**src/sv/crc16_packet_framer_defines.svh**
```systemverilog
// Assertion macros shared by the framer modules.
`ifndef CRC16_PACKET_FRAMER_DEFINES_SVH
`define CRC16_PACKET_FRAMER_DEFINES_SVH

// Checked only outside reset.
`define CPF_CHECK(lbl, prop, msg) \
   lbl: assert property (@(posedge clock) disable iff (reset) prop) else $error(msg);

// Checked on every edge, reset included.
`define CPF_CHECK_RST(lbl, prop, msg) \
   lbl: assert property (@(posedge clock) prop) else $error(msg);

`endif

```
**src/sv/cpf_pkg.sv**
```systemverilog
package cpf_pkg;

   localparam int unsigned MAX_PAYLOAD = 1024;
   localparam int LEN_W  = 11;
   localparam int BYTE_W = 8;
   localparam int CRC_W  = 16;

   localparam logic [BYTE_W-1:0] SOH_BYTE = 8'h01;
   localparam logic [BYTE_W-1:0] ACK_BYTE = 8'h06;
   localparam logic [CRC_W-1:0]  CRC_POLY = 16'h1021;

   // Item kinds
   localparam logic [1:0] KIND_START   = 2'd0;
   localparam logic [1:0] KIND_PAYLOAD = 2'd1;
   localparam logic [1:0] KIND_REPLY   = 2'd2;

   // Longest run of results one item can cause
   localparam int MAX_RUN = 6;
   localparam int CNT_W   = $clog2(MAX_RUN + 1);

   typedef enum logic [1:0] {
      ST_FRAME_BYTE = 2'd0,
      ST_ACK        = 2'd1,
      ST_NAK        = 2'd2,
      ST_OUTSIDE    = 2'd3
   } status_type;

   typedef struct packed {
      logic [BYTE_W-1:0] data;
      status_type        status;
      logic              frame_end;
      logic              last;
   } result_type;

   typedef struct packed {
      logic [CNT_W-1:0]             count;
      result_type [MAX_RUN-1:0]     entry;
   } run_type;

   typedef logic [255:0][CRC_W-1:0] crc_tab_type;

   // Entry x holds x * x^(8+shifts) mod the generator polynomial.
   function automatic crc_tab_type build_crc_tab(int unsigned shifts);
      crc_tab_type       tab;
      logic [CRC_W-1:0]  r;
      for (int x = 0; x < 256; x++) begin
         r = {8'(x), 8'h00};
         for (int unsigned i = 0; i < shifts; i++) begin
            r = r[CRC_W-1] ? ({r[CRC_W-2:0], 1'b0} ^ CRC_POLY) : {r[CRC_W-2:0], 1'b0};
         end
         tab[x] = r;
      end
      return tab;
   endfunction

   // Byte weighted by x^16, x^24 and x^32
   localparam crc_tab_type CRC_TAB_X16 = build_crc_tab(8);
   localparam crc_tab_type CRC_TAB_X24 = build_crc_tab(16);
   localparam crc_tab_type CRC_TAB_X32 = build_crc_tab(24);

endpackage

```
**src/sv/cpf_engine.sv**
```systemverilog
`include "crc16_packet_framer_defines.svh"

module cpf_engine (
   input  logic                          clock,
   input  logic                          reset,
   input  logic                          req_valid,
   output logic                          req_stall,
   input  logic [1:0]                    req_kind,
   input  logic [cpf_pkg::LEN_W-1:0]     req_payload_length,
   input  logic [cpf_pkg::BYTE_W-1:0]    req_data_byte,
   input  logic [cpf_pkg::BYTE_W-1:0]    req_reply_byte,
   input  logic                          req_timed_out,
   output logic                          run_valid,
   output cpf_pkg::run_type              run,
   input  logic                          run_ready
);

   logic                          in_valid_ff, in_valid_in;
   logic [1:0]                    in_kind_ff;
   logic [cpf_pkg::LEN_W-1:0]     in_len_ff;
   logic [cpf_pkg::BYTE_W-1:0]    in_data_ff;
   logic [cpf_pkg::BYTE_W-1:0]    in_reply_ff;
   logic                          in_timeout_ff;

   logic [cpf_pkg::CRC_W-1:0]     crc_ff, crc_in;
   logic [cpf_pkg::LEN_W-1:0]     remaining_ff, remaining_in;
   logic                          open_ff, open_in;

   logic                          req_accept;
   logic                          in_fire;
   logic [cpf_pkg::LEN_W-1:0]     len_clamped;
   logic [cpf_pkg::BYTE_W-1:0]    len_hi, len_lo;
   logic [cpf_pkg::CRC_W-1:0]     crc_upd, crc_end;
   logic [cpf_pkg::LEN_W-1:0]     rem_dec;
   logic [cpf_pkg::CRC_W-1:0]     next_crc;
   logic [cpf_pkg::LEN_W-1:0]     next_remaining;
   logic                          next_open;

   assign req_accept = req_valid && !req_stall;
   // An item that causes no result retires without waiting on the serializer.
   assign in_fire    = in_valid_ff && (run_ready || (run.count == '0));
   assign req_stall  = in_valid_ff && !in_fire;
   assign run_valid  = in_valid_ff && (run.count != '0);

   assign len_clamped = (in_len_ff > cpf_pkg::LEN_W'(cpf_pkg::MAX_PAYLOAD))
                        ? cpf_pkg::LEN_W'(cpf_pkg::MAX_PAYLOAD) : in_len_ff;
   assign len_hi = cpf_pkg::BYTE_W'(len_clamped >> 8);
   assign len_lo = len_clamped[7:0];

   // One data byte folded in, and the same followed by two zero bytes.
   assign crc_upd = cpf_pkg::CRC_TAB_X16[crc_ff[15:8]] ^ {crc_ff[7:0], in_data_ff};
   assign crc_end = cpf_pkg::CRC_TAB_X32[crc_ff[15:8]]
                  ^ cpf_pkg::CRC_TAB_X24[crc_ff[7:0]]
                  ^ cpf_pkg::CRC_TAB_X16[in_data_ff];
   assign rem_dec = remaining_ff - cpf_pkg::LEN_W'(1);

   always_comb begin
      run            = '0;
      next_crc       = crc_ff;
      next_remaining = remaining_ff;
      next_open      = open_ff;
      case (in_kind_ff)
         cpf_pkg::KIND_START: begin
            run.entry[0] = '{cpf_pkg::SOH_BYTE, cpf_pkg::ST_FRAME_BYTE, 1'b0, 1'b0};
            run.entry[1] = '{len_hi, cpf_pkg::ST_FRAME_BYTE, 1'b0, 1'b0};
            run.entry[2] = '{len_lo, cpf_pkg::ST_FRAME_BYTE, 1'b0, 1'b0};
            next_crc     = '0;
            if (len_clamped == '0) begin
               run.entry[3]   = '{8'(len_hi + len_lo), cpf_pkg::ST_FRAME_BYTE, 1'b0, 1'b0};
               run.entry[4]   = '{8'h00, cpf_pkg::ST_FRAME_BYTE, 1'b0, 1'b0};
               run.entry[5]   = '{8'h00, cpf_pkg::ST_FRAME_BYTE, 1'b1, 1'b1};
               run.count      = cpf_pkg::CNT_W'(6);
               next_remaining = '0;
               next_open      = 1'b0;
            end else begin
               run.entry[3]   = '{8'(len_hi + len_lo), cpf_pkg::ST_FRAME_BYTE, 1'b0, 1'b1};
               run.count      = cpf_pkg::CNT_W'(4);
               next_remaining = len_clamped;
               next_open      = 1'b1;
            end
         end
         cpf_pkg::KIND_PAYLOAD: begin
            if (!open_ff || (remaining_ff == '0)) begin
               run.entry[0] = '{8'h00, cpf_pkg::ST_OUTSIDE, 1'b0, 1'b1};
               run.count    = cpf_pkg::CNT_W'(1);
            end else if (rem_dec == '0) begin
               run.entry[0]   = '{in_data_ff, cpf_pkg::ST_FRAME_BYTE, 1'b0, 1'b0};
               run.entry[1]   = '{crc_end[15:8], cpf_pkg::ST_FRAME_BYTE, 1'b0, 1'b0};
               run.entry[2]   = '{crc_end[7:0], cpf_pkg::ST_FRAME_BYTE, 1'b1, 1'b1};
               run.count      = cpf_pkg::CNT_W'(3);
               next_crc       = crc_end;
               next_remaining = '0;
               next_open      = 1'b0;
            end else begin
               run.entry[0]   = '{in_data_ff, cpf_pkg::ST_FRAME_BYTE, 1'b0, 1'b1};
               run.count      = cpf_pkg::CNT_W'(1);
               next_crc       = crc_upd;
               next_remaining = rem_dec;
            end
         end
         cpf_pkg::KIND_REPLY: begin
            run.entry[0] = '{8'h00,
                             ((in_reply_ff == cpf_pkg::ACK_BYTE) && !in_timeout_ff)
                             ? cpf_pkg::ST_ACK : cpf_pkg::ST_NAK,
                             1'b0, 1'b1};
            run.count    = cpf_pkg::CNT_W'(1);
         end
         default: begin
            run.count = '0;
         end
      endcase
   end

   assign in_valid_in  = req_accept ? 1'b1 : (in_fire ? 1'b0 : in_valid_ff);
   assign crc_in       = in_fire ? next_crc : crc_ff;
   assign remaining_in = in_fire ? next_remaining : remaining_ff;
   assign open_in      = in_fire ? next_open : open_ff;

   always_ff @(posedge clock) begin
      if (reset) begin
         in_valid_ff  <= 1'b0;
         crc_ff       <= '0;
         remaining_ff <= '0;
         open_ff      <= 1'b0;
      end else begin
         in_valid_ff  <= in_valid_in;
         crc_ff       <= crc_in;
         remaining_ff <= remaining_in;
         open_ff      <= open_in;
      end
   end

   always_ff @(posedge clock) begin
      if (req_accept) begin
         in_kind_ff    <= req_kind;
         in_len_ff     <= req_payload_length;
         in_data_ff    <= req_data_byte;
         in_reply_ff   <= req_reply_byte;
         in_timeout_ff <= req_timed_out;
      end
   end

   `CPF_CHECK(a_open_matches_count, open_ff == (remaining_ff != '0), "frame open flag and byte count disagree")
   `CPF_CHECK(a_count_in_range, remaining_ff <= cpf_pkg::LEN_W'(cpf_pkg::MAX_PAYLOAD), "byte count above maximum payload")
   `CPF_CHECK(a_count_steps, (in_fire && (in_kind_ff == cpf_pkg::KIND_PAYLOAD) && open_ff) |=> (remaining_ff == cpf_pkg::LEN_W'($past(remaining_ff) - cpf_pkg::LEN_W'(1))), "payload byte did not decrement count")

endmodule

```
**src/sv/cpf_serializer.sv**
```systemverilog
`include "crc16_packet_framer_defines.svh"

module cpf_serializer (
   input  logic                          clock,
   input  logic                          reset,
   input  logic                          run_valid,
   input  cpf_pkg::run_type              run,
   output logic                          run_ready,
   output logic                          rsp_valid,
   input  logic                          rsp_stall,
   output logic [cpf_pkg::BYTE_W-1:0]    rsp_out_byte,
   output logic [1:0]                    rsp_status,
   output logic                          rsp_frame_end,
   output logic                          rsp_last_of_run
);

   cpf_pkg::result_type [cpf_pkg::MAX_RUN-1:0] entry_ff, entry_in;
   logic [cpf_pkg::CNT_W-1:0]                  cnt_ff, cnt_in;
   logic                                       rsp_valid_ff, rsp_valid_in;
   cpf_pkg::result_type                        rsp_ff;
   logic                                       out_load;
   logic                                       run_load;

   // Head entry moves to the output register whenever that register is empty or not stalled.
   assign out_load  = (cnt_ff != '0) && (!rsp_valid_ff || !rsp_stall);
   assign run_ready = (cnt_ff == '0) || (out_load && (cnt_ff == cpf_pkg::CNT_W'(1)));
   assign run_load  = run_valid && run_ready;

   always_comb begin
      entry_in = entry_ff;
      cnt_in   = cnt_ff;
      if (run_load) begin
         entry_in = run.entry;
         cnt_in   = run.count;
      end else if (out_load) begin
         for (int i = 0; i < cpf_pkg::MAX_RUN - 1; i++) begin
            entry_in[i] = entry_ff[i+1];
         end
         cnt_in = cnt_ff - cpf_pkg::CNT_W'(1);
      end
   end

   assign rsp_valid_in = out_load ? 1'b1 : (rsp_stall ? rsp_valid_ff : 1'b0);

   always_ff @(posedge clock) begin
      if (reset) begin
         cnt_ff       <= '0;
         rsp_valid_ff <= 1'b0;
      end else begin
         cnt_ff       <= cnt_in;
         rsp_valid_ff <= rsp_valid_in;
      end
   end

   always_ff @(posedge clock) begin
      entry_ff <= entry_in;
      if (out_load) begin
         rsp_ff <= entry_ff[0];
      end
   end

   assign rsp_valid       = rsp_valid_ff;
   assign rsp_out_byte    = rsp_ff.data;
   assign rsp_status      = rsp_ff.status;
   assign rsp_frame_end   = rsp_ff.frame_end;
   assign rsp_last_of_run = rsp_ff.last;

   `CPF_CHECK(a_cnt_in_range, cnt_ff <= cpf_pkg::CNT_W'(cpf_pkg::MAX_RUN), "run count above longest run")
   `CPF_CHECK(a_end_is_last, rsp_valid_ff |-> (!rsp_ff.frame_end || rsp_ff.last), "frame end not on last result of run")
   `CPF_CHECK_RST(a_reset_empties, reset |=> ((cnt_ff == '0) && !rsp_valid_ff), "serializer not empty after reset")

endmodule

```
**src/sv/crc16_packet_framer.sv**
```systemverilog
// Channel   Dir  Handshake            Payload
// req_      in   req_valid/req_stall  kind, payload_length, data_byte, reply_byte, timed_out
// rsp_      out  rsp_valid/rsp_stall  out_byte, status, frame_end, last_of_run
//
// An accepted item builds its run of 0 to 6 results in the input register; the
// run then passes through the serializer's run buffer to the output register.
// Results leave one per cycle while rsp_stall is low: single-result items flow
// back to back, a start item gives 4 or 6 results and a closing payload byte 3
// (the CRC with its two zero bytes is three parallel table reads).
// Reset (synchronous, active high) clears the CRC, byte count, open flag, run
// count and valid flags. While rsp_stall holds, a full run buffer keeps the
// next run in the input register and req_stall rises.
module crc16_packet_framer (
   input  logic                          clock,
   input  logic                          reset,
   input  logic                          req_valid,
   output logic                          req_stall,
   input  logic [1:0]                    req_kind,
   input  logic [cpf_pkg::LEN_W-1:0]     req_payload_length,
   input  logic [cpf_pkg::BYTE_W-1:0]    req_data_byte,
   input  logic [cpf_pkg::BYTE_W-1:0]    req_reply_byte,
   input  logic                          req_timed_out,
   output logic                          rsp_valid,
   input  logic                          rsp_stall,
   output logic [cpf_pkg::BYTE_W-1:0]    rsp_out_byte,
   output logic [1:0]                    rsp_status,
   output logic                          rsp_frame_end,
   output logic                          rsp_last_of_run
);

   // Run of results for the item in the input register
   logic              run_valid;
   logic              run_ready;
   cpf_pkg::run_type  run;

   // Input register, frame state and CRC; builds the run per item.
   cpf_engine u_engine (
      .clock              (clock),
      .reset              (reset),
      .req_valid          (req_valid),
      .req_stall          (req_stall),
      .req_kind           (req_kind),
      .req_payload_length (req_payload_length),
      .req_data_byte      (req_data_byte),
      .req_reply_byte     (req_reply_byte),
      .req_timed_out      (req_timed_out),
      .run_valid          (run_valid),
      .run                (run),
      .run_ready          (run_ready)
   );

   // Run buffer and output register; one result per cycle while rsp_stall is low.
   cpf_serializer u_serializer (
      .clock           (clock),
      .reset           (reset),
      .run_valid       (run_valid),
      .run             (run),
      .run_ready       (run_ready),
      .rsp_valid       (rsp_valid),
      .rsp_stall       (rsp_stall),
      .rsp_out_byte    (rsp_out_byte),
      .rsp_status      (rsp_status),
      .rsp_frame_end   (rsp_frame_end),
      .rsp_last_of_run (rsp_last_of_run)
   );

endmodule
```
**config.mk**
```make
export PLATFORM = sky130hd
export DESIGN_NAME = crc16_packet_framer
export DESIGN_NICKNAME = d
export VERILOG_FILES = /design/src/sv/cpf_pkg.sv /design/src/sv/cpf_engine.sv /design/src/sv/cpf_serializer.sv /design/src/sv/crc16_packet_framer.sv
export VERILOG_INCLUDE_DIRS = /design/src /design/src/sv
export SDC_FILE = /design/constraint.sdc
export NUM_CORES = 1
export LEC_CHECK = 0
export BUFFER_PORTS_ARGS = -buffer_cell sky130_fd_sc_hd__buf_2
export CORE_MARGIN = 1
export CORE_UTILIZATION = 60
export DETAILED_ROUTE_END_ITERATION = 7
export PLACE_DENSITY = 0.76
export SKIP_CTS_REPAIR_TIMING = 1
export SLEW_MARGIN = 25
export SYNTH_ARGS = -nofsm -noshare
export SYNTH_HDL_FRONTEND = slang
export SYNTH_HIERARCHICAL = 1
export SYNTH_SLANG_ARGS = --single-unit
```
**constraint.sdc**
```tcl
create_clock -name clock -period 9.5 [get_ports clock]
set_input_delay 0.95 -clock clock [delete_from_list [all_inputs] [get_ports clock]]
set_output_delay 0.95 -clock clock [all_outputs]
set_load 0.05 [all_outputs]
```
==> impl_results.md <==
- Status: finished, final reports clean
- Tightest Pin Transition: 0.9710 ns
- Crit path max fanout: 17
- Max Freq: 229.3 MHz
- Synth Register Bits: 201
- Setup TNS: 0 ns
- Total grt overflow: 0
- Mapped Area: 0.009848 mm²
- Mapped Cells: 843
- Multi-input gate area: 0.004209 mm²
- Leakage: 4.348 nW
- # port buffers: 47
- Setup CP Type: flop to flop
- Hold slack: 0.4156 ns
- Relative slew margins: 0.3520
- Worst R2R Start: u_engine/remaining_ff[0]
- Sequential Power Share: 0.465
- CP Capture Type: flop
- Max-slew violations: 0
- Root Driver: clkbuf_16
- Worst Hold Path Cells: 0
- Gate power share: 0.237
- Final Skew: 0.006164 ns
- Pre-CTS setup slack: 5.166 ns
- Power Dens Cells: 265.7 mW/mm²
- Vias in the first global route: 5954
- Most used DFF post-synth: edfxtp_1
- Final HPWL DP: 14230 µm
- Switching pwr: 0.0008567 W
- Slack of the worst reg-to-reg path: 5.14 ns
- Power Internal: 0.002004 W
- Cell Rows: 46
- CTS H-tree depth: 1
- Worst stage delay on the critical path: 0.77 ns
- Die width: 130.1 µm
- DR WL/cell: 18.33 µm
- Post-Route WL: 20330 µm
- Layout Nets: 931
- Distinct cells, synth: 70
- Iteration-0 DRC Markers: 440
- Async SR Flop Fraction: 0
- Final hold vios: 0
- Share of cells above drive strength 1: 0.1747
- Core ar.: 0.01594 mm²
- Number of CTS-inserted buffers: 22
- Worst Path Arrival: 4.69 ns
- Routability cong.: 0.9142
- Filler instances: 1168
- Worst Reg-to-Reg Cells: 14
- RSZ-0062 raised after global routing: no
- Vias: 6083
- I/O Pins: 48
- Largest net degree at the start of global routing: 73
- DRC viols: 0
- Total track usage: 0.2471
- CTS tree: built
- Synth Area per Inst: 11.68 µm²
- CTS sink count: 201
- Router iterations before antenna repair: 5
- Antenna Cells: 0
- Slowest-stage cell, CP: nor2_2
- CP startpoint kind: flop
- Power share of the clock group: 0.298
- Worst vdd ir: 0.0002109 V
- Hold WC Path Type: flop to flop
- Reg clk slew, reported paths: 0.06 ns
- Initial Utilization: 0.6177
- Antenna-violating nets left: 0
- Yosys warns: 6
- Tcrit/Tclk final: 0.4591
- WP data required: 9.83 ns
- Final setup fails: 0
- Switching Share: 0.2995
- Crit path time final: 4.362 ns
- CTS Buffer Depth: 3
- Synth-to-layout area growth: 9.300%
- Final setup margin: 5.138 ns
- Initial antenna violation count: 0
- Worst-Skew Late Latency: 0.49 ns
- First-pass GRT wire length: 31500 µm
- Critical path, cell by cell: inv_1 > ha_1 > nor4b_1 > a41oi_1 > nand2_1 > nor2_2 > a22o_2 > nor2b_1 > inv_1 > ha_1 > nor2_1 > mux2i_1 > a2111oi_0 > a211oi_1
- Storage element area: 0.005165 mm²
- Max-cap violation count: 0
- Number of synthesized flops with an enable pin: 114
- CP startpoint: u_engine/remaining_ff[0]
- Sequential fraction of the synthesis area: 0.5245
- Die Area: 0.01693 mm²
- Via density: 5.485
- Chip height: 130.1 µm
==> cell usage after synthesis (13+ instances only) <==
cell type    n  area share
edfxtp_1   114        0.35
buf_4       36       0.027
mux2_2      38       0.043
nand2_1     39       0.015
and2_1      15      0.0095
a21oi_1     22       0.011
ha_1        19       0.024
nor2_1      74       0.028
inv_1       26      0.0099
o21ai_0     27       0.014
mux2i_1     24       0.024
mux2_1      24       0.027
dfxtp_1     87        0.18
clkbuf_1    13      0.0050
xor2_1      53       0.047
nor2b_1     26       0.017
xnor2_1     57       0.051
==> metrics by stage <==
step | power [W] | area (µm²) | util | cells
after floorplan | 0.001862 | 9965 | - | 874
after global placement | 0.001985 | 10030 | 0.6289 | 1069
after detailed placement | 0.002021 | 10030 | 0.6289 | 1069
after CTS | 0.002875 | 10760 | 0.6752 | 1109
after global routing | 0.002978 | 10760 | 0.6752 | 1109
final | 0.002860 | 10760 | 0.6752 | 1109
==> cell usage in the layout (no fill, tap or decap), types with 26 or more instances in the layout <==
cell	count
nor2b_1	26
conb_1	32
nand2_1	39
xnor2_1	57
o21ai_0	27
edfxtp_1	114
mux2_2	38
inv_1	26
dfxtp_1	87
xor2_1	53
nor2_1	74
buf_2	47
==> layer usage <==
| metal | wire (µm) | GRT usage | vias to the layer above | share of wire |
|---|---|---|---|---|
| li1 | - | - | 2930 | - |
| met1 | 8620 | 0.3128 | 2914 | 0.42 |
| met2 | 9958 | 0.4305 | 192 | 0.49 |
| met3 | 1082 | 0.03567 | 47 | 0.053 |
| met4 | 668 | 0.09029 | 0 | 0.033 |
| met5 | 0 | 0 | - | 0 |
==> power groups by stage <==
| stage | logic (W) | clock network, W | registers, W |
|---|---|---|---|
| after floorplan | 0.000432 | 0 | 0.00143 |
| after global placement | 0.000647 | 0 | 0.00134 |
| after detailed placement | 0.000672 | 0 | 0.00135 |
| after CTS | 0.000679 | 0.000862 | 0.00133 |
| after global routing | 0.000727 | 0.000901 | 0.00135 |
| final | 0.000678 | 0.000851 | 0.00133 |
==> worst min path at each step <==
stage / endpoint / slack, ns / startpoint
2_1_floorplan: u_serializer/rsp_frame_end / 0.40 / u_serializer/entry_ff[1]
3_3_place_gp: u_serializer/rsp_frame_end / 0.40 / u_serializer/entry_ff[1]
3_5_place_dp: u_serializer/rsp_out_byte[6] / 0.40 / u_serializer/entry_ff[10]
4_1_cts: u_serializer/rsp_out_byte[6] / 0.42 / u_serializer/entry_ff[10]
5_1_grt: u_serializer/rsp_out_byte[6] / 0.42 / u_serializer/entry_ff[10]
6_report: u_serializer/rsp_out_byte[6] / 0.42 / u_serializer/entry_ff[10]
==> kinds of logic (layout without fill, tap and decap cells) <==
kind of cell,after synthesis,count (layout),synth area share
simple gates,216,216,0.1124
xor+xnor,114,114,0.1044
fa+ha+maj,20,20,0.02617
mux,87,87,0.09757
compound gates,103,103,0.07356
buf+inv,101,120,0.06098
flops,201,201,0.5245
other cells,1,32,0.0003808
==> worst max-delay path, delay by kind of cell (launching register included) <==
| family | cells | cell delay (ns) |
|---|---|---|
| and+or+nand+nor | 5 | 1.51 |
| adders and majority gates | 2 | 0.46 |
| muxes | 1 | 0.11 |
| AOI/OAI and AO/OA | 4 | 1.38 |
| DFF | 1 | 0.52 |
| buffers and inverters | 2 | 0.20 |
==> final cells by class <==
| class | count | area share |
|---|---|---|
| inverters | 27 | 0.009415 |
| well taps | 216 | 0.02511 |
| flip-flops and latches | 201 | 0.4798 |
| clock inverters | 9 | 0.009531 |
| clock buffers | 31 | 0.05905 |
| repair buffers | 53 | 0.02604 |
| multi-input cells | 572 | 0.3910 |
No activity file was read; power rests on OpenSTA's default activity.
